--- config.mk ---
export PLATFORM = sky130hd
export DESIGN_NAME = hdlc_frame_checker_crc8_flat
export DESIGN_NICKNAME = d
export VERILOG_FILES = /design/src/hw/rtl/hfc_pkg.sv /design/src/hw/rtl/hfc_if.sv /design/src/hw/rtl/hfc_deframe.sv /design/src/hw/rtl/hfc_out_reg.sv /design/src/hw/rtl/hdlc_frame_checker_crc8.sv /design/src/flat_wrapper.sv
export SDC_FILE = /design/constraint.sdc
export NUM_CORES = 1
export LEC_CHECK = 0
export BUFFER_PORTS_ARGS = -buffer_cell sky130_fd_sc_hd__buf_4
export CAP_MARGIN = 20
export CORE_MARGIN = 1.5
export CORE_UTILIZATION = 60
export DETAILED_ROUTE_END_ITERATION = 10
export PLACE_DENSITY = 0.84
export SLEW_MARGIN = 10
export SYNTH_ARGS = -nofsm -noshare
export SYNTH_HDL_FRONTEND = slang
export SYNTH_SLANG_ARGS = --single-unit
--- constraint.sdc ---
create_clock -name clk -period 5.2 [get_ports clk]
set_clock_uncertainty 0.2 [all_clocks]
set_input_delay 0.52 -clock clk [delete_from_list [all_inputs] [get_ports clk]]
set_output_delay 0.52 -clock clk [all_outputs]
set_load 0.02 [all_outputs]
--- src/hw/rtl/hfc_pkg.sv ---
// Shared types, constants and the CRC-8 step function of the HDLC frame checker.
// No dependencies; hfc_deframe, hfc_out_reg and the top level import this package.
`timescale 1ns / 1ps

package hfc_pkg;

	localparam int NUM_ADDR = 4;
	localparam int ADDR_IDX_W = $clog2(NUM_ADDR);

	localparam logic [7:0] FLAG_BYTE = 8'h7E;
	localparam logic [7:0] ESC_BYTE = 8'h7D;
	localparam logic [7:0] ESC_XOR = 8'h20;
	localparam logic [7:0] CTRL_BYTE = 8'h03;
	localparam logic [7:0] CRC_INIT = 8'hFF;
	localparam logic [7:0] CRC_POLY = 8'h8C;

	localparam logic KIND_PAYLOAD = 1'b0;
	localparam logic KIND_STATUS = 1'b1;

	typedef enum logic [1:0] {
		PH_HUNT = 2'd0,
		PH_ADDR = 2'd1,
		PH_CTRL = 2'd2,
		PH_DATA = 2'd3
	} phase_t;

	typedef enum logic [2:0] {
		ST_OK = 3'd0,
		ST_NO_START = 3'd1,
		ST_BAD_ADDR = 3'd2,
		ST_BAD_CTRL = 3'd3,
		ST_CRC_ERR = 3'd4,
		ST_TOO_LONG = 3'd5
	} status_t;

	typedef logic [NUM_ADDR-1:0][7:0] addr_set_t;

	typedef struct packed {
		logic kind;
		logic [7:0] payload;
		status_t status;
		logic frame_end;
	} res_t;

	// Reflected CRC-8 (Maxim), one byte per call: eight shift/xor steps.
	function automatic logic [7:0] crc8_update(input logic [7:0] crc, input logic [7:0] b);
		logic [7:0] c;
		c = crc ^ b;
		for (int k = 0; k < 8; k++) begin
			if (c[0]) begin
				c = (c >> 1) ^ CRC_POLY;
			end else begin
				c = c >> 1;
			end
		end
		return c;
	endfunction

endpackage

--- src/hw/rtl/hfc_if.sv ---
// Valid/ready channel interfaces of the HDLC frame checker: raw bytes in, results out.
// No dependencies.
`timescale 1ns / 1ps

interface hfc_byte_if;
	logic valid;
	logic ready;
	logic [7:0] rx_byte;

	modport source(output valid, output rx_byte, input ready);
	modport sink(input valid, input rx_byte, output ready);
endinterface

interface hfc_result_if;
	logic valid;
	logic ready;
	logic result_kind;
	logic [7:0] payload_byte;
	logic [2:0] frame_status;
	logic frame_end;

	modport source(output valid, output result_kind, output payload_byte,
		output frame_status, output frame_end, input ready);
	modport sink(input valid, input result_kind, input payload_byte,
		input frame_status, input frame_end, output ready);
endinterface

--- src/hw/rtl/hfc_deframe.sv ---
// Deframer state and per-byte decision logic: flag hunt, address/control check,
// destuffing, hold-back of the last byte and CRC-8 check. Depends on hfc_pkg.
`timescale 1ns / 1ps

module hfc_deframe #(
	parameter int MAX_FRAME_BYTES = 256
) (
	input  logic clk,
	input  logic arst_n,
	input  logic step,
	input  logic [7:0] rx_byte,
	input  hfc_pkg::addr_set_t addr,
	output logic res_valid,
	output hfc_pkg::res_t res
);
	import hfc_pkg::*;

	localparam int POS_W = $clog2(MAX_FRAME_BYTES + 1);
	localparam logic [POS_W-1:0] MAX_POS = POS_W'(MAX_FRAME_BYTES);
	localparam logic [POS_W-1:0] POS_ONE = POS_W'(1);

	phase_t phase_q, phase_d;
	logic [7:0] crc_q, crc_d;
	logic [7:0] held_q, held_d;
	logic held_valid_q, held_valid_d;
	logic esc_q, esc_d;
	logic [POS_W-1:0] pos_q, pos_d;

	logic [7:0] crc_in;
	logic [7:0] crc_next;
	logic addr_hit;
	logic is_flag;
	logic [7:0] data_val;
	logic data_emit;

	// One shared CRC step: held byte in payload, incoming byte in header
	assign crc_in = (phase_q == PH_DATA) ? held_q : rx_byte;
	assign crc_next = crc8_update(crc_q, crc_in);
	assign is_flag = (rx_byte == FLAG_BYTE);

	always_comb begin
		addr_hit = 1'b0;
		for (int i = 0; i < NUM_ADDR; i++) begin
			if (rx_byte == addr[i]) addr_hit = 1'b1;
		end
	end

	// Destuffed value of a payload byte and whether it enters the hold register
	always_comb begin
		data_val = rx_byte;
		data_emit = 1'b1;
		if (esc_q) begin
			data_val = rx_byte ^ ESC_XOR;
		end else if (rx_byte == ESC_BYTE) begin
			data_emit = 1'b0;
		end
	end

	// Next state
	always_comb begin
		phase_d = phase_q;
		crc_d = crc_q;
		held_d = held_q;
		held_valid_d = held_valid_q;
		esc_d = esc_q;
		pos_d = pos_q;
		case (phase_q)
			PH_ADDR: begin
				if (is_flag) begin
					phase_d = PH_ADDR;
					crc_d = CRC_INIT;
					pos_d = POS_ONE;
				end else if (!addr_hit) begin
					phase_d = PH_HUNT;
					crc_d = CRC_INIT;
					pos_d = '0;
				end else begin
					phase_d = PH_CTRL;
					crc_d = crc_next;
					pos_d = pos_q + POS_ONE;
				end
			end
			PH_CTRL: begin
				if (rx_byte != CTRL_BYTE) begin
					phase_d = PH_HUNT;
					crc_d = CRC_INIT;
					pos_d = '0;
				end else begin
					phase_d = PH_DATA;
					crc_d = crc_next;
					pos_d = pos_q + POS_ONE;
				end
			end
			PH_DATA: begin
				if (is_flag) begin
					phase_d = PH_ADDR;
					crc_d = CRC_INIT;
					held_d = '0;
					held_valid_d = 1'b0;
					esc_d = 1'b0;
					pos_d = POS_ONE;
				end else if (pos_q >= MAX_POS) begin
					phase_d = PH_HUNT;
					crc_d = CRC_INIT;
					held_d = '0;
					held_valid_d = 1'b0;
					esc_d = 1'b0;
					pos_d = '0;
				end else begin
					pos_d = pos_q + POS_ONE;
					esc_d = !esc_q && (rx_byte == ESC_BYTE);
					if (data_emit) begin
						if (held_valid_q) crc_d = crc_next;
						held_d = data_val;
						held_valid_d = 1'b1;
					end
				end
			end
			default: begin
				phase_d = is_flag ? PH_ADDR : PH_HUNT;
				crc_d = CRC_INIT;
				pos_d = is_flag ? POS_ONE : '0;
			end
		endcase
	end

	// Result of the current byte
	always_comb begin
		res_valid = 1'b0;
		res = '{kind: KIND_STATUS, payload: 8'h00, status: ST_OK, frame_end: 1'b0};
		case (phase_q)
			PH_ADDR: begin
				if (!is_flag && !addr_hit) begin
					res_valid = 1'b1;
					res.status = ST_BAD_ADDR;
				end
			end
			PH_CTRL: begin
				if (rx_byte != CTRL_BYTE) begin
					res_valid = 1'b1;
					res.status = ST_BAD_CTRL;
				end
			end
			PH_DATA: begin
				if (is_flag) begin
					res_valid = 1'b1;
					res.frame_end = 1'b1;
					res.status = (held_valid_q && !esc_q && held_q == crc_q) ? ST_OK : ST_CRC_ERR;
				end else if (pos_q >= MAX_POS) begin
					res_valid = 1'b1;
					res.status = ST_TOO_LONG;
				end else if (data_emit && held_valid_q) begin
					res_valid = 1'b1;
					res.kind = KIND_PAYLOAD;
					res.payload = held_q;
				end
			end
			default: begin
				res_valid = 1'b0;
			end
		endcase
	end

	always_ff @(posedge clk or negedge arst_n) begin
		if (!arst_n) begin
			phase_q <= PH_HUNT;
			crc_q <= CRC_INIT;
			held_q <= '0;
			held_valid_q <= 1'b0;
			esc_q <= 1'b0;
			pos_q <= '0;
		end else if (step) begin
			phase_q <= phase_d;
			crc_q <= crc_d;
			held_q <= held_d;
			held_valid_q <= held_valid_d;
			esc_q <= esc_d;
			pos_q <= pos_d;
		end
	end

	a_hunt_clean: assert property (@(posedge clk) disable iff (!arst_n)
		(phase_q == PH_HUNT) |-> (pos_q == '0 && !held_valid_q && !esc_q))
		else $error("hunt state carries frame context");
	a_held_in_data: assert property (@(posedge clk) disable iff (!arst_n)
		held_valid_q |-> (phase_q == PH_DATA))
		else $error("held byte outside payload");
	a_pos_bound: assert property (@(posedge clk) disable iff (!arst_n)
		pos_q <= MAX_POS)
		else $error("byte position past frame limit");
	a_payload_clean: assert property (@(posedge clk) disable iff (!arst_n)
		(res_valid && res.kind == KIND_PAYLOAD) |-> (res.status == ST_OK && !res.frame_end))
		else $error("payload result carries status");

endmodule

--- src/hw/rtl/hfc_out_reg.sv ---
// Result register of the HDLC frame checker, driving the result channel.
// Depends on hfc_pkg and hfc_if.
`timescale 1ns / 1ps

module hfc_out_reg (
	input  logic clk,
	input  logic arst_n,
	input  logic load,
	input  hfc_pkg::res_t res,
	output logic can_load,
	hfc_result_if.source result
);
	import hfc_pkg::*;

	logic valid_q;
	res_t data_q;

	// Free when empty or when the held request leaves this cycle
	assign can_load = !valid_q || result.ready;

	always_ff @(posedge clk or negedge arst_n) begin
		if (!arst_n) begin
			valid_q <= 1'b0;
		end else if (can_load) begin
			valid_q <= load;
		end
	end

	always_ff @(posedge clk) begin
		if (load && can_load) data_q <= res;
	end

	assign result.valid = valid_q;
	assign result.result_kind = data_q.kind;
	assign result.payload_byte = data_q.payload;
	assign result.frame_status = data_q.status;
	assign result.frame_end = data_q.frame_end;

endmodule

--- src/hw/rtl/hdlc_frame_checker_crc8.sv ---
// HDLC receive deframer with CRC-8 check: top level with input register and config.
// Depends on hfc_pkg, hfc_if, hfc_deframe and hfc_out_reg.
//
// Use: raw line bytes enter on the rx channel, one request per byte. Each byte
// yields zero or one request on the result channel: a destuffed payload byte
// (result_kind 0, passed on one byte late so the last byte is held as the CRC)
// or a frame status (result_kind 1; frame_end 1 when given by a closing flag).
// The four accepted address bytes are written on cfg_we/cfg_index/cfg_data; the user
// must write them only while the block is idle, which the block does not enforce.
// Path: an accepted byte is decided while it sits in the input register, and its
// result is loaded into the result register, which presents it (input register
// plus result register).
// Throughput: one byte per cycle while the result channel does not stall, as the CRC-8
// byte and state updates between the input and result registers are combinational.
// Reset: the deframer hunts for an opening flag, CRC is 0xFF, addresses are 0,
// no result is pending.
// Stall: a waiting result holds in the result register; the next byte stays in
// the input register while it has a result and cannot move, and rx.ready drops.
`timescale 1ns / 1ps

module hdlc_frame_checker_crc8 #(
	parameter int MAX_FRAME_BYTES = 256
) (
	input  logic clk,
	input  logic arst_n,
	hfc_byte_if.sink rx,
	hfc_result_if.source result,
	input  logic cfg_we,
	input  logic [hfc_pkg::ADDR_IDX_W-1:0] cfg_index,
	input  logic [7:0] cfg_data
);
	import hfc_pkg::*;

	addr_set_t addr_q;
	logic valid_s1;
	logic [7:0] byte_s1;
	logic advance;
	logic res_valid;
	res_t res;
	logic can_load;

	// Address registers
	always_ff @(posedge clk or negedge arst_n) begin
		if (!arst_n) begin
			addr_q <= '0;
		end else if (cfg_we) begin
			addr_q[cfg_index] <= cfg_data;
		end
	end

	// Input register: the byte moves on unless its result finds the output full
	assign advance = valid_s1 && (!res_valid || can_load);
	assign rx.ready = !valid_s1 || advance;

	always_ff @(posedge clk or negedge arst_n) begin
		if (!arst_n) begin
			valid_s1 <= 1'b0;
		end else if (rx.ready) begin
			valid_s1 <= rx.valid;
		end
	end

	always_ff @(posedge clk) begin
		if (rx.ready && rx.valid) byte_s1 <= rx.rx_byte;
	end

	hfc_deframe #(
		.MAX_FRAME_BYTES(MAX_FRAME_BYTES)
	) u_deframe (
		.clk(clk),
		.arst_n(arst_n),
		.step(advance),
		.rx_byte(byte_s1),
		.addr(addr_q),
		.res_valid(res_valid),
		.res(res)
	);

	hfc_out_reg u_out_reg (
		.clk(clk),
		.arst_n(arst_n),
		.load(advance && res_valid),
		.res(res),
		.can_load(can_load),
		.result(result)
	);

	a_no_lost_result: assert property (@(posedge clk) disable iff (!arst_n)
		(valid_s1 && res_valid && !can_load) |=> (valid_s1 && $stable(byte_s1)))
		else $error("blocked byte left the input register");
	a_ready_when_empty: assert property (@(posedge clk) disable iff (!arst_n)
		!valid_s1 |-> rx.ready)
		else $error("empty input register refuses a byte");
	a_load_sets_valid: assert property (@(posedge clk) disable iff (!arst_n)
		(advance && res_valid) |=> result.valid)
		else $error("result not presented after load");

endmodule
--- src/flat_wrapper.sv ---
// flat-port wrapper written by rule: the top's interface ports become plain ports
module hdlc_frame_checker_crc8_flat import hfc_pkg::*;
#(
	parameter int MAX_FRAME_BYTES = 256
)
  (clk, arst_n, cfg_we, cfg_index, cfg_data, rx_valid, rx_rx_byte, rx_ready, result_valid, result_result_kind, result_payload_byte, result_frame_status, result_frame_end, result_ready);
  hfc_byte_if rx_i ();
  hfc_result_if result_i ();
  input  logic clk;
  input  logic arst_n;
  input  logic cfg_we;
  input  logic [hfc_pkg::ADDR_IDX_W-1:0] cfg_index;
  input  logic [7:0] cfg_data;
  input wire logic [$bits(rx_i.valid)-1:0] rx_valid;
  input wire logic [$bits(rx_i.rx_byte)-1:0] rx_rx_byte;
  output wire logic [$bits(rx_i.ready)-1:0] rx_ready;
  output wire logic [$bits(result_i.valid)-1:0] result_valid;
  output wire logic [$bits(result_i.result_kind)-1:0] result_result_kind;
  output wire logic [$bits(result_i.payload_byte)-1:0] result_payload_byte;
  output wire logic [$bits(result_i.frame_status)-1:0] result_frame_status;
  output wire logic [$bits(result_i.frame_end)-1:0] result_frame_end;
  input wire logic [$bits(result_i.ready)-1:0] result_ready;
  assign rx_i.valid = rx_valid;
  assign rx_i.rx_byte = rx_rx_byte;
  assign rx_ready = rx_i.ready;
  assign result_valid = result_i.valid;
  assign result_result_kind = result_i.result_kind;
  assign result_payload_byte = result_i.payload_byte;
  assign result_frame_status = result_i.frame_status;
  assign result_frame_end = result_i.frame_end;
  assign result_i.ready = result_ready;
  hdlc_frame_checker_crc8 #(.MAX_FRAME_BYTES(MAX_FRAME_BYTES)) u_core (.clk(clk), .arst_n(arst_n), .rx(rx_i), .result(result_i), .cfg_we(cfg_we), .cfg_index(cfg_index), .cfg_data(cfg_data));
endmodule
== Word level (Yosys, flattened, before mapping) ==
Index checks and enable logic that the tools add are counted.
Widths: inputs -> output; s select.
Operators by class
  $add $sub $neg: 1
  $lt $le $gt $ge: 3
  eq/ne operators: 14
  muxes and demuxes: 63
  bitwise operators: 12
  reduce and logical (&&, ||, !) cells: 26
Operators with widths (count)
  $mux 8: 20
  $mux 9: 6
  $eq 8x8->1: 5
  $bwmux 32: 1
  $pmux 9 s3: 1
  $not 2->3: 8
  $pmux 8 s3: 1
  $mux 1: 19
  $demux 8 s2: 1
  $eq 8x7->1 const B: 2
  $mux 2: 7
  $logic_and 1x1->1: 10
  $add 9x1->9 const B: 1
  $ge 9x9->1 const B: 1
  $mux 3: 3
  $pmux 3 s3: 1
  $ne 4x3->1 const B: 2
  $ne 8x2->1 const B: 1
  $xor 8x8->8: 1
  $logic_not 1->1: 6
  $mux 6: 1
  $pmux 2 s3: 1
  $reduce_and 3->1: 2
  $eq 2x2->1 const B: 2
  11 further kinds: 16
Storage, ports and cells
  flip-flop bits (word level): 84
  input port bits: 23
  output and inout bits: 15
  logic and storage cells: 136

== Longest topological paths before layout ==
Gate-level depths: netlist of the first run.
  depth after elaboration: 24
  depth in mapped cells: 12
  mapped depth without buffers: 9

== Hierarchy ==
From an unflattened synthesis of the first run, not the netlist that was laid out.
Unflattened totals
  cell total of the unflattened synthesis: 392
  area total of the unflattened synthesis: 4473.0 sq um
Modules (own cells, without submodules)
  hfc_deframe: instances 1, cells an instance 292, area each 2513.7 sq um, seq. area each 735.7 sq um
  hdlc_frame_checker_crc8: instances 1, cells an instance 83, area each 1515.2 sq um, seq. area each 1066.0 sq um
  hfc_out_reg: instances 1, cells an instance 17, area each 444.2 sq um, seq. area each 415.4 sq um

== Least setup slack after synthesis of the first run ==
No wires, ideal clock.
  path type: reg-to-reg
  from: register u_core.byte_s1[1]
  to: register u_core.u_out_reg.data_q, in the netlist u_core.u_out_reg.result.frame_end (enable)
  library setup time: 0.400 ns
  data arrival time: 3.051 ns
  required time: 4.600 ns
  setup slack: 1.549 ns
  stages on the path, launching flop included: 9
  buffers on the path: 2
  clock period less this slack: 3.651 ns
  path through: edfxtp_1 -> buf_6 -> or4b_1 -> o31ai_1 -> a21oi_1 -> a221oi_4 -> o21ai_4 -> buf_2 -> nor3_1
On the way
  cells in the longest elaborated chain, start to end: 14
  elaborated cells on any way between the ends: 28
  those cells by class: 7 x eq/ne; 12 x mux; 9 x reduce/logical
Ends and longest elaborated chain
  start: declaration: RTL line hdlc_frame_checker_crc8.sv:36  | logic [7:0] byte_s1;
  start signal: assignment: RTL line hdlc_frame_checker_crc8.sv:64  | if (rx.ready && rx.valid) byte_s1 <= rx.rx_byte;
  $eq 8x8->1: RTL line hfc_deframe.sv:44  | if (rx_byte == addr[i]) addr_hit = 1'b1;
  $mux 1 (4 in series): RTL line hfc_deframe.sv:44
  $logic_not 1->1: RTL line hfc_deframe.sv:133  | if (!is_flag && !addr_hit) begin
  $logic_and 1x1->1: RTL line hfc_deframe.sv:133
  $mux 1: RTL line hfc_deframe.sv:133
  $pmux 1 s3 (*): RTL line hfc_deframe.sv:131  | case (phase_q)
  $logic_not 1->1: RTL line hdlc_frame_checker_crc8.sv:52  | assign advance = valid_s1 && (!res_valid || can_load);
  $logic_or 1x1->1: RTL line hdlc_frame_checker_crc8.sv:52
  $logic_and 1x1->1: RTL line hdlc_frame_checker_crc8.sv:52
  $logic_and 1x1->1 (*): RTL line hdlc_frame_checker_crc8.sv:82  | .load(advance && res_valid),
  $logic_and 1x1->1 (*): RTL line hfc_out_reg.sv:30  | if (load && can_load) data_q <= res;
  end signal: assignment: RTL line hfc_out_reg.sv:30
  end: declaration: RTL line hfc_out_reg.sv:16  | res_t data_q;
Mark *: on every way between the ends. The rest lies on a longest branch, timed or not.
A chain may end at the register's enable or synchronous reset.

== Worst setup path after layout of the first run ==
  from: register u_core.byte_s1[5]
  to: register u_core.u_out_reg.data_q, in the netlist u_core.u_out_reg.result.frame_status[1] (enable)
Same word-level chain as after synthesis.

==> results of run 1 <==
[cells by family (layout without fill, tap and decap cells)]
logic type | Yosys count | in the layout | synth area share
DFF | 84 | 84 | 0.4748
buffers and inverters | 39 | 72 | 0.03885
xor gates and xnor gates | 61 | 61 | 0.1238
and+or+nand+nor | 113 | 113 | 0.1324
AOI/OAI and AO/OA | 63 | 63 | 0.09272
muxes | 52 | 52 | 0.1214
adders and majority gates | 6 | 6 | 0.01608
[flip-flops by register name, summed over array words and instances, names as in the netlist, 2 cells and up]
| signal | flops |
|---|---|
| u_core.u_deframe.pos_q | 9 |
| u_core.addr_q | 32 |
| u_core.u_deframe.held_q | 8 |
| u_core.u_out_reg.result.payload_byte | 8 |
| u_core.u_deframe.phase_q | 2 |
| u_core.u_out_reg.result.frame_status | 3 |
| u_core.u_deframe.crc_q | 8 |
| u_core.byte_s1 | 8 |
[critical path: stages, from the launching register on]
cell	delay (ns)
edfxtp_1	0.59
nand4_4	0.18
or4_1	0.31
nor2b_1	0.58
a21oi_1	0.21
a221oi_4	0.36
o21ai_4	0.21
nor3_2	0.86
[cells in the mapped netlist (2+ instances only)]
cell      count  area, sq um
a22o_1        5        43.79
xor2_1       41        359.1
nor3b_1       2        15.01
nor2b_1       4        25.02
and2_1       10        62.56
ha_1          6        75.07
o311ai_0      2        17.52
buf_4         6        45.04
nand2_1      29        108.9
nor4_1       12        75.07
dfstp_2       8        210.2
a21o_1        4        30.03
a31oi_1       2        12.51
nor2_1       19        71.32
mux2i_1      15        150.1
inv_1        18        67.56
nand2b_1     11        68.82
nand3_1      10        50.05
nor3_1        2        10.01
dfrtp_1      55         1376
o21ai_0      18        90.09
o31ai_1       5        37.54
nand3b_1      2        15.01
edfxtp_1     21        630.6
mux2_2       37        416.7
a211oi_1      7        52.55
a21oi_1      13        65.06
or2_2         3        18.77
xor3_1        2        47.55
xnor2_1      17        148.9
buf_2         4        20.02
clkbuf_1      9        33.78
[where the power goes]
part | internal, mW | leakage [nW] | switching, mW | total [mW]
clock | 0.252 | 0.104 | 0.241 | 0.493
sequential | 0.759 | 0.956 | 0.0993 | 0.858
combinational | 0.138 | 1.08 | 0.115 | 0.253
[worst paths after layout]
path	startpoint	endpoint	cells after the start
max in group asynchronous	arst_n	u_core.addr_q[22]	1
min in group clk	rx_rx_byte[0]	u_core.byte_s1[0]	1
min	arst_n	u_core.u_deframe.held_q[5]	1
min reg2reg	u_core.u_deframe.crc_q[1]	u_core.u_deframe.crc_q[1]	2
max reg2reg	u_core.byte_s1[5]	u_core.u_out_reg.result.frame_status[1]	7
max	u_core.byte_s1[5]	u_core.u_out_reg.result.frame_status[1]	7
[per-stage QoR]
stage	utilization	hold slack [ns]	power [mW]	instance area, sq um
floorplan	-	0.02441	1.026	4669
global placement	0.6708	0.3127	1.103	4970
detailed placement	0.6708	0.3146	1.121	4970
CTS	0.6992	0.07243	1.609	5180
global route	0.6992	0.1033	1.674	5180
finish	0.6992	0.01684	1.604	5180
[layer usage]
layer | GRT usage | share of wire | up-vias
li1 | - | - | 1517
met1 | 0.3250 | 0.41 | 1617
met2 | 0.4596 | 0.51 | 108
met3 | 0.05695 | 0.052 | 32
met4 | 0.1107 | 0.030 | 0
met5 | 0 | 0 | -
[cell type report]
class	count	area share
clock buffer	12	0.02995
clock inverter	4	0.01063
inverter	18	0.01304
multi-input combinational	295	0.4394
sequential	84	0.4280
tap	99	0.02391
timing repair buffer	38	0.05507
==> metrics, run 1 <==
status=finished clean; Root Buffer=clkbuf_8; Worst Tran Pin Value=around 1.1 ns; FF+latch count, synth=84; mapped cell area=about 4700 sq um; wire per inst=18.41 microns; fraction of final layout cells sized beyond drive strength 1=0.2373; post-DP HPWL=7311 microns; area of the multi-input gates=roughly 2300 sq um; crit path launch type=register; flop2flop setup slack=1.33 ns; initial antenna violation count=0; Most used DFF post-synth=dfrtp_1; gr ovfl total=0; worst rel slew slack=0.2736; vias in the first global route=3469; TritonCTS clock tree=done; CTS H-Tree Depth=3; total iterations of the first detailed-routing run=5; Num CTS Buffers=9; global-route wire length before repair=17230 microns; Post-CTS Setup Bufs=0; synth warn=0; Fin Setup TNS=0 ns; MaxCap Viol Count=0; final worst-path cycle share=0.7446; syn avg cell area=11.17 sq um; Ant. Diodes=0; ys async rst share=0.7500; CP max FO=17; Syn Inst Count=418; Post-synth EDFFs=21; Final Setup Violations=0; die area=8321 sq um; Worst EP arrival=3.65 ns; Tot GR Track Use=0.2673; final worst setup slack=about 1.3 ns; # DRC=0; Leak Pwr=2.136 nW; Worst Setup End Kind=register; I/O pin cnt=38; Setup CP Type=reg2reg; hold crit path type=in2async; Die Span X=91.22 microns; Rows=31; Final GP Congestion=approximately 0.85; most frequent cells in the layout=55 x dfrtp_1, 41 x xor2_1, 38 x buf_4; Fmax=0.2583 GHz; Max rail drop VDD=212.1 uV; Setup WS pre-CTS=1.418 ns; required time worst endpoint=about 5.0 ns; hold_buf cts=0; final hold violation count=0; commonest non-fill, non-tap cell in the layout=dfrtp_1; PD cells=309.7 nW/um^2; First DRT Iteration DRCs=281; final std cells w/o fill=550; FF+latch area=2217 sq um; final WL=approximately 10000 microns; via count=roughly 3.3k; IO Port Bufs=37; DRT antenna net count=0; Reg clk slew, reported paths=0.09 ns; clock sinks=84; largest net degree at the start of global routing=64; die height=91.22 microns; Syn Nets=447; worst skew pair latency=~0.36 ns; fillers=slightly above 500; count of cell types in the netlist=51; CTS resizes=0; Seq/Total Area, Yosys=0.4748; placed insts=~530; fin. max-slew vios=0; fin nets=about 480; RSZ-0062 raised after global routing=false; Max clock buf depth=2; core area=7408 sq um; Starting Density=0.6303; synthesis-to-finish area growth=10.93%; Vias/cell=around 6.0; minimum clock period=3.872 ns
(Power assumes the default switching activity.)
==> inputs of run 2 (changes only) <==
Settings changed: CORE_UTILIZATION 60 to 54, PLACE_DENSITY 0.84 to 0.8.
Clock period 5.2 ns to 3.4 ns, I/O delays scaled along.
==> metrics, run 2 (synthesis results as in run 1) <==
status=finished clean; core area=8299 sq um (+12%); final instance area=5378 sq um (+3.8%); fraction of final layout cells sized beyond drive strength 1=0.2616 (+0.02435); most frequent cells in the layout=55 x dfrtp_1, 50 x buf_4, 41 x xor2_1; Worst setup endpoint=rx_ready; Ant. Diodes=0 (unchanged); post-DP HPWL=7339 microns (+0.39%); Root Buffer=clkbuf_8; reg2reg end=u_core.u_deframe.held_q[6]; final worst setup slack=0.1640 ns (-1.164 ns); final worst-path cycle share=0.9518; DRT antenna net count=0 (unchanged); final hold violation count=0 (unchanged); R2R cell count=9 (+2); commonest non-fill, non-tap cell in the layout=dfrtp_1; crit path launch=u_core.byte_s1[1]; final hold slack=0.02112 ns (+0.004282 ns); required time worst endpoint=2.86 ns (-2.12 ns); Finished Core Util=0.6480 (-0.05123); Num CTS Buffers=9 (unchanged); TritonCTS clock tree=done; fin. max-slew vios=0 (unchanged); Top reg by flops=u_core.addr_q; Crit Reg-Reg Startpoint=u_core.byte_s1[1]; worst rel slew slack=0.4707 (+0.1971); Comb pwr share=0.172 (+0.014); Max clock buf depth=2 (unchanged); Seq pwr share=0.545 (+0.010); Worst Tran Pin Value=0.7939 ns (-0.2897 ns); clock network fraction of total power=0.284 (-0.023); via count=3334 (+1.8%); initial antenna violation count=0 (unchanged); Starting Density=0.5626 (-0.06766); die area=9214 sq um (+11%); worst skew pair latency=0.37 ns (about the same); Worst Setup End Kind=primary output; First DRT Iteration DRCs=196 (-30%); number of flip-flops in the largest register=32 (unchanged); vias in the first global route=3355 (-3.3%); Pwr Total=2.392 mW (+49%); crit path launch type=register; global-route wire length before repair=16950 microns (-1.6%); fin nets=498 (+4.8%); top flop regs=u_core.addr_q x32, u_core.u_deframe.pos_q x9; minimum clock period=approximately 3.2 ns; Setup CP Type=reg2out; synthesis-to-finish area growth=15.17%; Reg clk slew, reported paths=0.09 ns (about the same); die height=95.99 microns (+5.2%); Psw=728.2 uW (+60%); Vias/cell=5.758 (-3.3%); final std cells w/o fill=579 (+5.3%); Worst EP arrival=2.70 ns (-0.95 ns); IO Port Bufs=37 (unchanged); Leak Pwr=2.245 nW (+5.1%); I/O pin cnt=38 (unchanged); Sw Ratio=0.3044 (+0.02079); gr ovfl total=0 (unchanged); placed insts=546 (+2.2%); Final GP Congestion=0.9073 (+6.6%); final WL=10140 microns (+0.14%); total iterations of the first detailed-routing run=5 (unchanged); placed cell areas=5022 sq um (+1.1%); Max rail drop VDD=295.1 uV (+39%); CTS H-Tree Depth=3 (unchanged); Final Setup Violations=0 (unchanged); flop2flop setup slack=0.19 ns (-1.14 ns); # DRC=0 (unchanged); Fmax=0.3090 GHz; Tot GR Track Use=0.2488 (-0.01847); MaxCap Viol Count=0 (unchanged); Die Span X=95.99 microns (+5.2%); clock sinks=84 (unchanged); wire per inst=17.51 microns (-4.9%); hold crit path type=in2reg; Int Pwr=1.664 mW (+45%); largest net degree at the start of global routing=64 (unchanged); Setup WS pre-CTS=0.1044 ns (-1.314 ns); Fin Setup TNS=0 ns (unchanged); PD cells=444.8 nW/um^2 (+44%); Rows=33 (+6.5%); CP max FO=6 (-11)
run 2: cell count changes in the layout (fill, tap and decap cells not counted), sizes merged, moves of 2 or more:
cell / before / now
buf: 38 / 50
clkbuf: 12 / 9
clkinv: 0 / 3
dlygate4sd3: 0 / 10
inv: 20 / 22
run 2: power groups by stage:
stage	combinational [mW]	sequential (mW)	clock, mW
final	0.410	1.30	0.679
after CTS	0.396	1.31	0.688
after global routing	0.455	1.32	0.729
after global placement	0.364	1.32	0
after floorplan	0.309	1.26	0
after detailed placement	0.384	1.33	0
run 2: metal layers:
| layer | up-vias | track usage | share of wire |
|---|---|---|---|
| li1 | 1567 | - | - |
| met1 | 1646 | 0.3145 | 0.43 |
| met2 | 98 | 0.4126 | 0.51 |
| met3 | 23 | 0.05371 | 0.044 |
| met4 | 0 | 0.1054 | 0.024 |
| met5 | - | 0 | 0 |
run 2: timing repair:
item	CTS	global route
resized for setup	0	4
hold endpoints to repair	64	0
setup buffers	0	7
hold buffers	10	0
setup endpoints to repair	0	36
run 2: critical path: stages, from the launching register on:
cell      delay [ns]
edfxtp_1        0.52
xor2_1          0.21
nor4_1          0.41
nand2_1         0.13
and4_1          0.26
a221oi_4        0.43
nor2_1          0.10
nand2_1         0.11
buf_4           0.16
run 2: how the worst min path moves through the flow:
stage / from / end / slack [ns] / cells past startpoint
finish: cfg_data[1] / u_core.addr_q[1] / 0.02 / 2
global route: cfg_data[1] / u_core.addr_q[1] / 0.02 / 2
CTS: cfg_data[1] / u_core.addr_q[1] / 0.01 / 2
detailed placement: arst_n / u_core.u_deframe.held_q[1] / 0.28 / 1
global placement: arst_n / u_core.u_deframe.pos_q[0] / 0.27 / 1
floorplan: arst_n / u_core.addr_q[0] / -0.16 / 0
run 2: area by class of cell:
class / count / area (sq um)
clock buffer: 9 / 123.9
clock inverter: 7 / 57.56
fill: 635 / 2922
inverter: 18 / 67.56
multi-input combinational: 295 / 2292
sequential: 84 / 2217
tap: 105 / 131.4
timing repair buffer: 61 / 488.0
